File: src/hw/rtl/psc_pkg.sv
// Shared constants and types for the pileup site classifier.
// Holds register indices, register reset values and the flag struct
// passed from the scale stage to the decision stage. No dependencies.
package psc_pkg;

    // Configuration port layout
    localparam int unsigned CFG_IDX_W  = 2;
    localparam int unsigned CFG_DATA_W = 16;

    // Register widths
    localparam int unsigned COV_W = 16;
    localparam int unsigned PCT_W = 7;

    // Register indices
    localparam logic [CFG_IDX_W-1:0] REG_COVERAGE = 2'd0;
    localparam logic [CFG_IDX_W-1:0] REG_STRONG   = 2'd1;
    localparam logic [CFG_IDX_W-1:0] REG_INDEL    = 2'd2;

    // Register reset values
    localparam logic [COV_W-1:0] COV_RESET    = 16'd0;
    localparam logic [PCT_W-1:0] STRONG_RESET = 7'd95;
    localparam logic [PCT_W-1:0] INDEL_RESET  = 7'd25;

    // Count slots within one beat
    localparam int unsigned N_CNT     = 6;
    localparam int unsigned CNT_A     = 0;
    localparam int unsigned CNT_C     = 1;
    localparam int unsigned CNT_G     = 2;
    localparam int unsigned CNT_T     = 3;
    localparam int unsigned CNT_INS   = 4;
    localparam int unsigned CNT_DEL   = 5;

    // Rounding offset of a percentage threshold (half of 100)
    localparam int unsigned PCT_HALF = 50;

    // Flags resolved in the scale stage
    typedef struct packed {
        logic snp_site;   // SNP candidate
        logic cov_ok;     // peak count reaches a third of the estimate
    } t_scale_flags;

endpackage

File: src/hw/rtl/psc_pair_stage.sv
// First pipeline stage: pairwise sums of the counts, max/min of each base pair and max of the indel pair.
// Depends on psc_pkg for the count slot indices.
module psc_pair_stage #(
    parameter int unsigned COUNT_BITS = 16
) (
    input  logic                                  i_clk,
    input  logic                                  i_rst_n,
    input  logic                                  i_adv,
    input  logic                                  i_valid,
    input  logic [psc_pkg::N_CNT-1:0][COUNT_BITS-1:0] i_cnt,
    output logic                                  o_valid,
    output logic [psc_pkg::N_CNT-1:0][COUNT_BITS-1:0] o_cnt,
    output logic [COUNT_BITS-1:0]                 o_hi_ac,
    output logic [COUNT_BITS-1:0]                 o_lo_ac,
    output logic [COUNT_BITS-1:0]                 o_hi_gt,
    output logic [COUNT_BITS-1:0]                 o_lo_gt,
    output logic [COUNT_BITS:0]                   o_sum_ac,
    output logic [COUNT_BITS:0]                   o_sum_gt,
    output logic [COUNT_BITS:0]                   o_sum_id,
    output logic [COUNT_BITS-1:0]                 o_peak_id
);

    logic                                      r_valid;
    logic [psc_pkg::N_CNT-1:0][COUNT_BITS-1:0] r_cnt;
    logic [COUNT_BITS-1:0]                     r_hi_ac, r_lo_ac, r_hi_gt, r_lo_gt, r_peak_id;
    logic [COUNT_BITS:0]                       r_sum_ac, r_sum_gt, r_sum_id;

    logic [COUNT_BITS-1:0] n_hi_ac, n_lo_ac, n_hi_gt, n_lo_gt, n_peak_id;
    logic [COUNT_BITS:0]   n_sum_ac, n_sum_gt, n_sum_id;

    // Order each base pair, take the larger of the indel pair, add each pair
    always_comb begin
        logic [COUNT_BITS-1:0] a, c, g, t, ins, del;
        a   = i_cnt[psc_pkg::CNT_A];
        c   = i_cnt[psc_pkg::CNT_C];
        g   = i_cnt[psc_pkg::CNT_G];
        t   = i_cnt[psc_pkg::CNT_T];
        ins = i_cnt[psc_pkg::CNT_INS];
        del = i_cnt[psc_pkg::CNT_DEL];
        n_hi_ac   = (a >= c) ? a : c;
        n_lo_ac   = (a >= c) ? c : a;
        n_hi_gt   = (g >= t) ? g : t;
        n_lo_gt   = (g >= t) ? t : g;
        n_peak_id = (ins >= del) ? ins : del;
        n_sum_ac  = {1'b0, a} + {1'b0, c};
        n_sum_gt  = {1'b0, g} + {1'b0, t};
        n_sum_id  = {1'b0, ins} + {1'b0, del};
    end

    // Stage valid
    always_ff @(posedge i_clk) begin
        if (!i_rst_n) begin
            r_valid <= 1'b0;
        end else if (i_adv) begin
            r_valid <= i_valid;
        end
    end

    // Stage payload
    always_ff @(posedge i_clk) begin
        if (i_adv) begin
            r_cnt     <= i_cnt;
            r_hi_ac   <= n_hi_ac;
            r_lo_ac   <= n_lo_ac;
            r_hi_gt   <= n_hi_gt;
            r_lo_gt   <= n_lo_gt;
            r_peak_id <= n_peak_id;
            r_sum_ac  <= n_sum_ac;
            r_sum_gt  <= n_sum_gt;
            r_sum_id  <= n_sum_id;
        end
    end

    assign o_valid   = r_valid;
    assign o_cnt     = r_cnt;
    assign o_hi_ac   = r_hi_ac;
    assign o_lo_ac   = r_lo_ac;
    assign o_hi_gt   = r_hi_gt;
    assign o_lo_gt   = r_lo_gt;
    assign o_sum_ac  = r_sum_ac;
    assign o_sum_gt  = r_sum_gt;
    assign o_sum_id  = r_sum_id;
    assign o_peak_id = r_peak_id;

endmodule

File: src/hw/rtl/psc_rank_stage.sv
// Second pipeline stage: total of all six counts, top and second base count,
// peak of all six counts. Depends on psc_pkg for the count slot count.
module psc_rank_stage #(
    parameter int unsigned COUNT_BITS = 16
) (
    input  logic                                  i_clk,
    input  logic                                  i_rst_n,
    input  logic                                  i_adv,
    input  logic                                  i_valid,
    input  logic [psc_pkg::N_CNT-1:0][COUNT_BITS-1:0] i_cnt,
    input  logic [COUNT_BITS-1:0]                 i_hi_ac,
    input  logic [COUNT_BITS-1:0]                 i_lo_ac,
    input  logic [COUNT_BITS-1:0]                 i_hi_gt,
    input  logic [COUNT_BITS-1:0]                 i_lo_gt,
    input  logic [COUNT_BITS:0]                   i_sum_ac,
    input  logic [COUNT_BITS:0]                   i_sum_gt,
    input  logic [COUNT_BITS:0]                   i_sum_id,
    input  logic [COUNT_BITS-1:0]                 i_peak_id,
    output logic                                  o_valid,
    output logic [psc_pkg::N_CNT-1:0][COUNT_BITS-1:0] o_cnt,
    output logic [COUNT_BITS+2:0]                 o_sum,
    output logic [COUNT_BITS-1:0]                 o_top,
    output logic [COUNT_BITS-1:0]                 o_second,
    output logic [COUNT_BITS-1:0]                 o_peak
);

    logic                                      r_valid;
    logic [psc_pkg::N_CNT-1:0][COUNT_BITS-1:0] r_cnt;
    logic [COUNT_BITS+2:0]                     r_sum;
    logic [COUNT_BITS-1:0]                     r_top, r_second, r_peak;

    logic [COUNT_BITS+2:0] n_sum;
    logic [COUNT_BITS-1:0] n_top, n_second, n_peak;

    // Merge the two ordered base pairs, fold in the indel peak
    always_comb begin
        logic ac_wins;
        ac_wins  = (i_hi_ac >= i_hi_gt);
        n_top    = ac_wins ? i_hi_ac : i_hi_gt;
        if (ac_wins) begin
            n_second = (i_lo_ac >= i_hi_gt) ? i_lo_ac : i_hi_gt;
        end else begin
            n_second = (i_hi_ac >= i_lo_gt) ? i_hi_ac : i_lo_gt;
        end
        n_peak = (n_top >= i_peak_id) ? n_top : i_peak_id;
        n_sum  = {2'b00, i_sum_ac} + {2'b00, i_sum_gt} + {2'b00, i_sum_id};
    end

    // Stage valid
    always_ff @(posedge i_clk) begin
        if (!i_rst_n) begin
            r_valid <= 1'b0;
        end else if (i_adv) begin
            r_valid <= i_valid;
        end
    end

    // Stage payload
    always_ff @(posedge i_clk) begin
        if (i_adv) begin
            r_cnt    <= i_cnt;
            r_sum    <= n_sum;
            r_top    <= n_top;
            r_second <= n_second;
            r_peak   <= n_peak;
        end
    end

    assign o_valid  = r_valid;
    assign o_cnt    = r_cnt;
    assign o_sum    = r_sum;
    assign o_top    = r_top;
    assign o_second = r_second;
    assign o_peak   = r_peak;

endmodule

File: src/hw/rtl/psc_scale_stage.sv
// Third pipeline stage: SNP ratio tests, coverage test, percentage products
// of the sum and counts scaled by 100. Depends on psc_pkg for widths and flags.
module psc_scale_stage #(
    parameter int unsigned COUNT_BITS = 16
) (
    input  logic                                  i_clk,
    input  logic                                  i_rst_n,
    input  logic                                  i_adv,
    input  logic                                  i_valid,
    input  logic [psc_pkg::N_CNT-1:0][COUNT_BITS-1:0] i_cnt,
    input  logic [COUNT_BITS+2:0]                 i_sum,
    input  logic [COUNT_BITS-1:0]                 i_top,
    input  logic [COUNT_BITS-1:0]                 i_second,
    input  logic [COUNT_BITS-1:0]                 i_peak,
    input  logic [psc_pkg::COV_W-1:0]             i_coverage,
    input  logic [psc_pkg::PCT_W-1:0]             i_strong_pct,
    input  logic [psc_pkg::PCT_W-1:0]             i_indel_pct,
    output logic                                  o_valid,
    output psc_pkg::t_scale_flags                 o_flags,
    output logic [psc_pkg::N_CNT-1:0][COUNT_BITS+6:0] o_cnt100,
    output logic [COUNT_BITS+9:0]                 o_strong_prod,
    output logic [COUNT_BITS+9:0]                 o_indel_prod
);

    // Common compare width: holds 9*sum, pct*sum and the coverage estimate
    localparam int unsigned W  = COUNT_BITS + 10;
    localparam int unsigned SW = COUNT_BITS + 7;

    logic                                   r_valid;
    psc_pkg::t_scale_flags                  r_flags;
    logic [psc_pkg::N_CNT-1:0][SW-1:0]      r_cnt100;
    logic [W-1:0]                           r_strong_prod, r_indel_prod;

    psc_pkg::t_scale_flags                  n_flags;
    logic [psc_pkg::N_CNT-1:0][SW-1:0]      n_cnt100;
    logic [W-1:0]                           n_strong_prod, n_indel_prod;

    // SNP ratio tests and coverage test, all by shift-add scaling
    always_comb begin
        logic [W-1:0] sum_w, top_w, sec_w, pair_w, peak_w, cov_w;
        sum_w  = W'(i_sum);
        top_w  = W'(i_top);
        sec_w  = W'(i_second);
        pair_w = top_w + sec_w;
        peak_w = W'(i_peak);
        cov_w  = W'(i_coverage);
        n_flags.snp_site = ((sum_w << 1) > cov_w)
                        && (((top_w << 2) + top_w) < (sum_w << 2))
                        && (((sec_w << 2) + sec_w) > sum_w)
                        && (((pair_w << 3) + (pair_w << 1)) >= ((sum_w << 3) + sum_w));
        // peak < floor(estimate/3) is the same as 3*peak + 3 <= estimate
        n_flags.cov_ok = (((peak_w << 1) + peak_w + W'(3)) > cov_w);
    end

    // Percentage products of the sum
    assign n_strong_prod = W'(i_strong_pct) * W'(i_sum);
    assign n_indel_prod  = W'(i_indel_pct) * W'(i_sum);

    // Scale each count by 100
    always_comb begin
        for (int k = 0; k < psc_pkg::N_CNT; k++) begin
            n_cnt100[k] = (SW'(i_cnt[k]) << 6) + (SW'(i_cnt[k]) << 5) + (SW'(i_cnt[k]) << 2);
        end
    end

    // Stage valid
    always_ff @(posedge i_clk) begin
        if (!i_rst_n) begin
            r_valid <= 1'b0;
        end else if (i_adv) begin
            r_valid <= i_valid;
        end
    end

    // Stage payload
    always_ff @(posedge i_clk) begin
        if (i_adv) begin
            r_flags       <= n_flags;
            r_cnt100      <= n_cnt100;
            r_strong_prod <= n_strong_prod;
            r_indel_prod  <= n_indel_prod;
        end
    end

    assign o_valid       = r_valid;
    assign o_flags       = r_flags;
    assign o_cnt100      = r_cnt100;
    assign o_strong_prod = r_strong_prod;
    assign o_indel_prod  = r_indel_prod;

endmodule

File: src/hw/rtl/pileup_site_classifier.sv
// Pileup site classifier: four-stage pipeline from six counts to SNP and error flags.
// Throughput: one beat per cycle; each stage advances when it is empty or drains,
// so an output stall fills bubbles first and only then backs up the input.
// Reset (synchronous, active low) empties all stages and loads estimate 0,
// strong percent 95, indel percent 25. Depends on psc_pkg and the three stage modules.
module pileup_site_classifier #(
    parameter int unsigned COUNT_BITS = 16
) (
    input  logic                                        i_clk,
    input  logic                                        i_rst_n,
    // Configuration write port
    input  logic                                        i_cfg_we,
    input  logic [psc_pkg::CFG_IDX_W-1:0]               i_cfg_index,
    input  logic [psc_pkg::CFG_DATA_W-1:0]              i_cfg_data,
    // Input stream
    input  logic                                        s_axis_tvalid,
    output logic                                        s_axis_tready,
    // tdata from bit 0: count_a, count_c, count_g, count_t, count_insert,
    // count_delete (COUNT_BITS each), zero fill to whole bytes
    input  logic [((6*COUNT_BITS+7)/8)*8-1:0]           s_axis_tdata,
    // Output stream
    output logic                                        m_axis_tvalid,
    input  logic                                        m_axis_tready,
    // tdata from bit 0: snp_site, error_site, zero fill
    output logic [7:0]                                  m_axis_tdata
);

    localparam int unsigned W  = COUNT_BITS + 10;
    localparam int unsigned SW = COUNT_BITS + 7;

    // Configuration registers
    logic [psc_pkg::COV_W-1:0] r_coverage;
    logic [psc_pkg::PCT_W-1:0] r_strong_pct;
    logic [psc_pkg::PCT_W-1:0] r_indel_pct;

    always_ff @(posedge i_clk) begin
        if (!i_rst_n) begin
            r_coverage   <= psc_pkg::COV_RESET;
            r_strong_pct <= psc_pkg::STRONG_RESET;
            r_indel_pct  <= psc_pkg::INDEL_RESET;
        end else if (i_cfg_we) begin
            case (i_cfg_index)
                psc_pkg::REG_COVERAGE: r_coverage   <= i_cfg_data[psc_pkg::COV_W-1:0];
                psc_pkg::REG_STRONG:   r_strong_pct <= i_cfg_data[psc_pkg::PCT_W-1:0];
                psc_pkg::REG_INDEL:    r_indel_pct  <= i_cfg_data[psc_pkg::PCT_W-1:0];
                default: ;
            endcase
        end
    end

    // Unpack the input beat
    logic [psc_pkg::N_CNT-1:0][COUNT_BITS-1:0] w_in_cnt;

    always_comb begin
        for (int k = 0; k < psc_pkg::N_CNT; k++) begin
            w_in_cnt[k] = s_axis_tdata[k*COUNT_BITS +: COUNT_BITS];
        end
    end

    // Stage advance chain: a stage moves when empty or when the next one moves
    logic w_adv_a, w_adv_b, w_adv_c, w_adv_d;
    logic w_valid_a, w_valid_b, w_valid_c;
    logic r_out_valid;

    assign w_adv_d = !r_out_valid || m_axis_tready;
    assign w_adv_c = !w_valid_c || w_adv_d;
    assign w_adv_b = !w_valid_b || w_adv_c;
    assign w_adv_a = !w_valid_a || w_adv_b;
    assign s_axis_tready = w_adv_a;

    // Stage A
    logic [psc_pkg::N_CNT-1:0][COUNT_BITS-1:0] w_cnt_a;
    logic [COUNT_BITS-1:0] w_hi_ac, w_lo_ac, w_hi_gt, w_lo_gt, w_peak_id;
    logic [COUNT_BITS:0]   w_sum_ac, w_sum_gt, w_sum_id;

    psc_pair_stage #(.COUNT_BITS(COUNT_BITS)) u_pair (
        .i_clk     (i_clk),
        .i_rst_n   (i_rst_n),
        .i_adv     (w_adv_a),
        .i_valid   (s_axis_tvalid),
        .i_cnt     (w_in_cnt),
        .o_valid   (w_valid_a),
        .o_cnt     (w_cnt_a),
        .o_hi_ac   (w_hi_ac),
        .o_lo_ac   (w_lo_ac),
        .o_hi_gt   (w_hi_gt),
        .o_lo_gt   (w_lo_gt),
        .o_sum_ac  (w_sum_ac),
        .o_sum_gt  (w_sum_gt),
        .o_sum_id  (w_sum_id),
        .o_peak_id (w_peak_id)
    );

    // Stage B
    logic [psc_pkg::N_CNT-1:0][COUNT_BITS-1:0] w_cnt_b;
    logic [COUNT_BITS+2:0] w_sum;
    logic [COUNT_BITS-1:0] w_top, w_second, w_peak;

    psc_rank_stage #(.COUNT_BITS(COUNT_BITS)) u_rank (
        .i_clk     (i_clk),
        .i_rst_n   (i_rst_n),
        .i_adv     (w_adv_b),
        .i_valid   (w_valid_a),
        .i_cnt     (w_cnt_a),
        .i_hi_ac   (w_hi_ac),
        .i_lo_ac   (w_lo_ac),
        .i_hi_gt   (w_hi_gt),
        .i_lo_gt   (w_lo_gt),
        .i_sum_ac  (w_sum_ac),
        .i_sum_gt  (w_sum_gt),
        .i_sum_id  (w_sum_id),
        .i_peak_id (w_peak_id),
        .o_valid   (w_valid_b),
        .o_cnt     (w_cnt_b),
        .o_sum     (w_sum),
        .o_top     (w_top),
        .o_second  (w_second),
        .o_peak    (w_peak)
    );

    // Stage C
    psc_pkg::t_scale_flags             w_flags;
    logic [psc_pkg::N_CNT-1:0][SW-1:0] w_cnt100;
    logic [W-1:0]                      w_strong_prod, w_indel_prod;

    psc_scale_stage #(.COUNT_BITS(COUNT_BITS)) u_scale (
        .i_clk         (i_clk),
        .i_rst_n       (i_rst_n),
        .i_adv         (w_adv_c),
        .i_valid       (w_valid_b),
        .i_cnt         (w_cnt_b),
        .i_sum         (w_sum),
        .i_top         (w_top),
        .i_second      (w_second),
        .i_peak        (w_peak),
        .i_coverage    (r_coverage),
        .i_strong_pct  (r_strong_pct),
        .i_indel_pct   (r_indel_pct),
        .o_valid       (w_valid_c),
        .o_flags       (w_flags),
        .o_cnt100      (w_cnt100),
        .o_strong_prod (w_strong_prod),
        .o_indel_prod  (w_indel_prod)
    );

    // Stage D: threshold compares.
    // base < round(p*sum/100) is 100*c + 50 <= p*sum;
    // indel <= round(p*sum/100) is 100*c <= p*sum + 50.
    logic n_error;

    always_comb begin
        logic ok;
        ok = w_flags.cov_ok;
        for (int k = 0; k < psc_pkg::CNT_INS; k++) begin
            if ((W'(w_cnt100[k]) + W'(psc_pkg::PCT_HALF)) > w_strong_prod) begin
                ok = 1'b0;
            end
        end
        for (int k = psc_pkg::CNT_INS; k < psc_pkg::N_CNT; k++) begin
            if (W'(w_cnt100[k]) > (w_indel_prod + W'(psc_pkg::PCT_HALF))) begin
                ok = 1'b0;
            end
        end
        n_error = ok;
    end

    // Output register
    logic r_snp, r_error;

    always_ff @(posedge i_clk) begin
        if (!i_rst_n) begin
            r_out_valid <= 1'b0;
        end else if (w_adv_d) begin
            r_out_valid <= w_valid_c;
        end
    end

    always_ff @(posedge i_clk) begin
        if (w_adv_d) begin
            r_snp   <= w_flags.snp_site;
            r_error <= n_error;
        end
    end

    assign m_axis_tvalid = r_out_valid;
    assign m_axis_tdata  = {6'b000000, r_error, r_snp};

    // An empty output register never blocks the input
    a_ready_when_out_empty: assert property (@(posedge i_clk) disable iff (!i_rst_n)
        !r_out_valid |-> s_axis_tready)
        else $error("input blocked while output register empty");

    // While the output stalls, the input is taken only if some stage holds a bubble
    a_stall_needs_bubble: assert property (@(posedge i_clk) disable iff (!i_rst_n)
        (m_axis_tvalid && !m_axis_tready && s_axis_tready)
            |-> (!w_valid_a || !w_valid_b || !w_valid_c))
        else $error("full pipeline accepted a beat under output stall");

    // Reset leaves no result behind
    a_reset_empties: assert property (@(posedge i_clk)
        !i_rst_n |=> !m_axis_tvalid)
        else $error("result valid right after reset");

endmodule
File: config.mk
export PLATFORM = sky130hd
export DESIGN_NAME = pileup_site_classifier
export DESIGN_NICKNAME = d
export VERILOG_FILES = /design/src/hw/rtl/psc_pkg.sv /design/src/hw/rtl/psc_pair_stage.sv /design/src/hw/rtl/psc_rank_stage.sv /design/src/hw/rtl/psc_scale_stage.sv /design/src/hw/rtl/pileup_site_classifier.sv
export SDC_FILE = /design/constraint.sdc
export NUM_CORES = 2
export LEC_CHECK = 0
export BUFFER_PORTS_ARGS = -buffer_cell sky130_fd_sc_hd__buf_2
export CAP_MARGIN = 20
export CORE_UTILIZATION = 24
export CTS_CLUSTER_SIZE = 16
export DETAILED_ROUTE_END_ITERATION = 16
export PLACE_DENSITY = 0.35
export SYNTH_ARGS = -nofsm -noshare
export SYNTH_HDL_FRONTEND = slang
export SYNTH_SLANG_ARGS = --single-unit
File: constraint.sdc
create_clock -name i_clk -period 7 [get_ports i_clk]
set_input_delay 0.7 -clock i_clk [delete_from_list [all_inputs] [get_ports i_clk]]
set_output_delay 0.7 -clock i_clk [all_outputs]
set_load 0.01 [all_outputs]
* Yosys cells after proc, flatten, opt, wreduce, memory -nomap -nowiden
Cells that the tools add are included.
** Word-level totals
- Output and inout port bits :: 10
- Flip-flop bits (word level) :: 618
- Input bits :: 119
- Word-level logic and storage cells :: 120
** Operators by class
- Multiplexer cells :: 10
- $lt $le $gt $ge :: 18
- $add $sub $neg :: 29
- Equality and inequality tests :: 2
- Reductions and logical operators :: 16
- Multipliers :: 2
** Operators by type and width (count)
- 2-to-1 mux 16 bit :: 10
- adder 22 x 21 -> 23 bit :: 6
- adder 23 x 18 -> 23 bit :: 6
- greater-or-equal comparator 16 bit :: 7
- greater-than comparator 24 x 26 -> 1 bit :: 4
- adder 23 x 6 -> 24 bit, second input constant :: 4
- adder 16 x 16 -> 17 bit :: 4
- greater-than comparator 23 x 26 -> 1 bit :: 2
- multiplier 7 x 19 -> 26 bit :: 2
- adder 18 x 16 -> 19 bit :: 2
- adder 26 x 2 -> 26 bit, second input constant :: 1
- adder 26 bit :: 1
- adder 26 x 6 -> 26 bit, second input constant :: 1
- greater-or-equal comparator 26 bit :: 1
- greater-than comparator 26 x 16 -> 1 bit :: 1
- greater-than comparator 26 x 19 -> 1 bit :: 1
- < comparator 26 x 21 -> 1 bit :: 1
- adder 22 x 19 -> 23 bit :: 1
- greater-than comparator 20 x 16 -> 1 bit :: 1
- adder 19 x 17 -> 19 bit :: 1
- adder 17 x 16 -> 18 bit :: 1
- adder 17 x 17 -> 18 bit :: 1
- AND reduction 2 bit :: 3
- OR reduction 6 bit :: 1
- 6 further kinds :: 14

* Depth between registers and ports, before layout
- Word-level depth :: 5
- Depth in mapped cells :: 30
- Depth with buffers taken out :: 30

* Cells and area by module
Synthesis repeated with hierarchy kept, for this count alone.
** Unflattened totals
- Cell total of the unflattened synthesis :: 4954
- Area total of the unflattened synthesis :: 52351.5 sq um
** By module, submodules not included
- psc_scale_stage :: area an instance 25448.2 sq um, cells each 2609, times used 1, sequential area each 5425.2 sq um
- psc_pair_stage :: area an instance 11542.3 sq um, cells each 842, times used 1, sequential area each 6836.6 sq um
- psc_rank_stage :: area an instance 9012.4 sq um, cells each 677, times used 1, sequential area each 4914.7 sq um
- pileup_site_classifier :: area an instance 6348.6 sq um, cells each 826, times used 1, sequential area each 680.7 sq um

* Least setup slack after synthesis
OpenSTA, ideal clock, no wires.
- Kind :: input to register
- From :: input m_axis_tready
- To :: register u_pair.r_cnt, in the netlist u_pair.o_cnt[0], enable pin
- Buffers on the path :: 0
- Data required time :: 5197 ps
- Data arrival time :: 4900 ps
- Stages on the path :: 3
- Library setup time :: 1803 ps
- Path slack :: 297 ps
- Cell sequence :: nor2b_1 and3_1 nand2_1
** On the way
- Cells in the longest elaborated chain, start to end :: 4
** RTL lines
- from (decl) :: RTL line pileup_site_classifier.sv:23 : input logic m_axis_tready,
- logical OR 1 bit :: RTL line pileup_site_classifier.sv:65 : assign w_adv_d = !r_out_valid || m_axis_tready;
- logical OR 1 bit :: RTL line pileup_site_classifier.sv:66 : assign w_adv_c = !w_valid_c || w_adv_d;
- logical OR 1 bit :: RTL line pileup_site_classifier.sv:67 : assign w_adv_b = !w_valid_b || w_adv_c;
- logical OR 1 bit :: RTL line pileup_site_classifier.sv:68 : assign w_adv_a = !w_valid_a || w_adv_b;
- net s_axis_tready :: RTL line pileup_site_classifier.sv:17 : output logic s_axis_tready,
- to (signal assigned) :: RTL line psc_pair_stage.sv:62 : r_cnt <= i_cnt;
- to (decl) :: RTL line psc_pair_stage.sv:24 : logic [psc_pkg::N_CNT-1:0][COUNT_BITS-1:0] r_cnt;
The timed path passes the listed nets, and every way through them passes these cells.
A chain may end at the register's enable or synchronous reset.

* Final worst setup path
- From :: register r_strong_pct[1] (netlist name)
- To :: register u_scale.r_strong_prod[25] (netlist: u_scale.o_strong_prod[25]), data pin
** On the way
- Cells in the longest elaborated chain, start to end :: 1
** RTL lines
- from (decl) :: RTL line pileup_site_classifier.sv:33 : logic [psc_pkg::PCT_W-1:0] r_strong_pct;
- from (signal assigned) :: RTL line pileup_site_classifier.sv:39 : r_strong_pct <= psc_pkg::STRONG_RESET;
- from (signal assigned) :: RTL line pileup_site_classifier.sv:44 : psc_pkg::REG_STRONG: r_strong_pct <= i_cfg_data[psc_pkg::PCT_W-1:0];
- multiplier 7 x 19 -> 26 bit :: RTL line psc_scale_stage.sv:56 : assign n_strong_prod = W'(i_strong_pct) * W'(i_sum);
- net u_scale.n_strong_prod[25] :: RTL line psc_scale_stage.sv:36 : logic [W-1:0] n_strong_prod, n_indel_prod;
- to (signal assigned) :: RTL line psc_scale_stage.sv:80 : r_strong_prod <= n_strong_prod;
- to (decl) :: RTL line psc_scale_stage.sv:32 : logic [W-1:0] r_strong_prod, r_indel_prod;
The timed path passes the listed nets, and every way through them passes these cells.

==> results by group <==
Status
  • Status: finished, violations left
  • Violated checks: DRC

Cells and area
  • Multi-input logic area: 31500 um2
  • Final net count: 6212
  • Layout filler cell count: 22500
  • Register area: 17900 um2
  • Fraction of layout instances using a drive strength above 1: 7.92%
  • Area delta synth->final: 13.3%

Setup path
  • Worst r2r path cells: 18
  • Critical Path RT: 7.45 ns
  • Setup crit end kind: flip-flop
  • Crit path from: r_strong_pct[1]
  • Reg-to-reg slack, setup: 0.77 ns
  • Crit path cell chain: and2_1 -> fa_1 -> inv_1 -> fa_1 -> fa_1 -> inv_1 -> fa_1 -> ha_1 -> inv_1 -> nor2_1 -> o31ai_1 -> a31oi_1 -> a211oi_1 -> o21ai_0 -> o41ai_1 -> o2111ai_1 -> a21oi_1 -> xnor2_1
  • Worst path top cell family by delay: compound AO/OA/AOI/OAI gates
  • Worst r2r src: r_strong_pct[1]
  • Slowest cell on crit path: dfxtp_1
  • R2R Path End: u_scale.o_strong_prod[25]
  • Worst path arrival time: 6.68 ns
  • Startpoint types: flip-flop
  • Critical Path Max Stage Delay: 0.87 ns
  • CP dominant cell by count: fa_1
  • Critical Path Stages: 18
  • Crit Path Category: reg2reg
  • Max FO, Critical Path: 20
  • Worst Path Buf+Inv: 3

STA
  • Final min period: 6.23 ns
  • # setup viols final: 0
  • Max Slew Vio Count: 0
  • Max Clock Skew: 0.0463 ns
  • Hold WS: 0.236 ns
  • Unrepaired setup endpoints after global routing: no
  • Tightest Pin Transition: 1.08 ns
  • F_max: 0.161 GHz
  • Final hold vios: 0
  • Max-Slew Margin vs Limit: 26.9%
  • Setup TNS: 0 ns
  • Final period util: 89.0%

Hold path
  • Hold Path Class: in2reg
  • Hold Path Origin: s_axis_tdata[29]
  • Hold EP: u_pair.o_cnt[29]
  • Hold depth: 1

Route
  • WL/cell: 20.5 um
  • Drt pass-1 iters: 14
  • Via density: 4.52
  • Antenna-violating nets left: 0
  • Total vias in the final route: 36200
  • # DRC: 4
  • WL final: 164000 um
  • First DRT Iteration DRCs: 2273

Die
  • Die width: 466 um
  • Die Span Y: 466 um
  • Area of the die: 217000 um2
  • Initial Util: 24.1%
  • Row cnt: 170
  • Core footprint: 214000 um2
  • Ports: 129

Synth
  • Cell accounting for the most synthesized area: edfxtp_1
  • Dominant synthesized flop cell: edfxtp_1
  • Mapped Avg Cell Area: 10.4 um2
  • Netlist cell types: 96
  • Post-synth EDFFs: 572
  • Post-synth ARST share: 0%
  • Most numerous cell in the Yosys netlist: ha_1
  • Top cells by count, synth: ha_1, edfxtp_1, inv_1
  • Warnings from Yosys: 0
  • Synthesized flop and latch total: 606
  • Synth area leaders: edfxtp_1, ha_1, fa_1
  • Register area share after synthesis: 34.5%
  • Yosys top cell area share: 33.2%
  • Mapped cell area: 51700 um2
  • Syn Inst Count: 4955

Global routing
  • Vias in the first global route: 36300
  • Initial antenna violation count: 29
  • First-pass GRT wire length: 242000 um
  • Largest net degree at the start of global routing: 127
  • GRT Util Overall: 15.0%
  • GRT overflow: 0

CTS
  • CTS tree: done
  • Htree depth: 3
  • Hold Buf Count CTS: 0
  • Clock Tree Buf Depth: 3
  • Number of post-CTS setup repair buffers: 0
  • Clock Sinks: 606
  • Post-CTS resize count: 0
  • Clock transition at path regs: 0.06 ns
  • Clock root cell: clkbuf_16
  • Worst skew pair latency: 0.73 ns
  • Total CTS buffers: 79

Placed design
  • Detailed Place HPWL: 133000 um
  • Routability cong.: 0.803
  • Port bufs: 122

Job
  • Max-cap violations: 0
-- how the worst max path moves through the flow --
stage / endpoint
6_report: u_scale.o_strong_prod[25]
3_5_place_dp: u_scale.o_strong_prod[25]
5_1_grt: u_scale.o_strong_prod[25]
3_3_place_gp: u_scale.o_strong_prod[25]
4_1_cts: u_scale.o_strong_prod[25]
2_1_floorplan: u_pair.o_cnt[0]
-- worst reg2reg max path, stage by stage (launching register included) --
cell and delay [ns]:
dfxtp_1 0.87, and2_1 0.26, fa_1 0.41, inv_1 0.08, fa_1 0.43, fa_1 0.54
inv_1 0.05, fa_1 0.47, ha_1 0.35, inv_1 0.11, nor2_1 0.07, o31ai_1 0.34
a31oi_1 0.22, a211oi_1 0.45, o21ai_0 0.25, o41ai_1 0.58, o2111ai_1 0.21, a21oi_1 0.21
xnor2_1 0.08
-- cells in the final DEF, fill, tap and decap left out, types with 14 or more instances in the layout --
master / n
a211oi_1: 26
a21boi_0: 32
a21o_1: 140
a21oi_1: 255
a222oi_1: 53
a31oi_1: 17
and2_1: 132
and3_1: 50
buf_2: 122
buf_4: 62
clkbuf_1: 16
clkbuf_16: 80
dfxtp_1: 34
edfxtp_1: 572
fa_1: 257
ha_1: 717
inv_1: 525
mux2_2: 46
mux2i_1: 88
nand2_1: 434
nand2b_1: 52
nand3_1: 96
nand4_1: 61
nor2_1: 220
nor2b_1: 68
nor3_1: 106
nor3b_1: 18
o21a_1: 38
o21ai_0: 165
o21bai_1: 48
or2_2: 14
or3_1: 17
xnor2_1: 259
xor2_1: 102
-- sequential cells by signal, indices dropped and copies added (netlist names), 17 cells and up --
register,count
u_scale.o_cnt100,126
u_pair.o_cnt,96
u_rank.o_cnt,96
u_scale.o_indel_prod,26
u_scale.o_strong_prod,26
u_rank.o_sum,19
u_pair.o_sum_ac,17
u_pair.o_sum_gt,17
u_pair.o_sum_id,17
-- metrics by stage --
stage                     instances  utilization (%)  worst slack (ns)  area [um2]
final                          8022             27.3             0.773       58600
after CTS                      8016             27.3             0.657       58600
after detailed placement       7873             26.1             0.696       56000
after global placement         7872             26.1             0.604       56000
after floorplan                4960                -             0.297       51700
after global routing           8019             27.3             0.224       58600
-- metal layers --
| layer | vias up | global-route usage (%) | part of all wire [%] |
|---|---|---|---|
| met2 | 527 | 24.3 | 46 |
| li1 | 17900 | - | - |
| met3 | 124 | 1.74 | 3.5 |
| met4 | 8 | 3.56 | 1.6 |
| met1 | 17600 | 21.2 | 49 |
| met5 | - | 0 | 0.033 |
-- kinds of logic after synthesis --
logic type	after synthesis	share of synthesized area [%]
compound gates	921	12.0
xor+xnor	361	6.12
fa+ha+maj	975	27.3
buf+inv	638	4.75
flops	606	34.5
mux	134	2.71
other cells	1	0.00725
simple gates	1319	12.6
-- cell type report --
| class | instances | share of cell area [%] |
|---|---|---|
| Multi-Input combinational cell | 3716 | 53.7 |
| Sequential cell | 606 | 30.5 |
| Tap cell | 2838 | 6.06 |
| Clock buffer | 100 | 3.61 |
| Inverter | 526 | 3.38 |
| Timing Repair Buffer | 189 | 1.98 |
| Clock inverter | 43 | 0.777 |
| Antenna cell | 4 | 0.0171 |
Power is not shown: default switching activity piles up to over one toggle a cycle in this logic, so the estimate is an artifact.
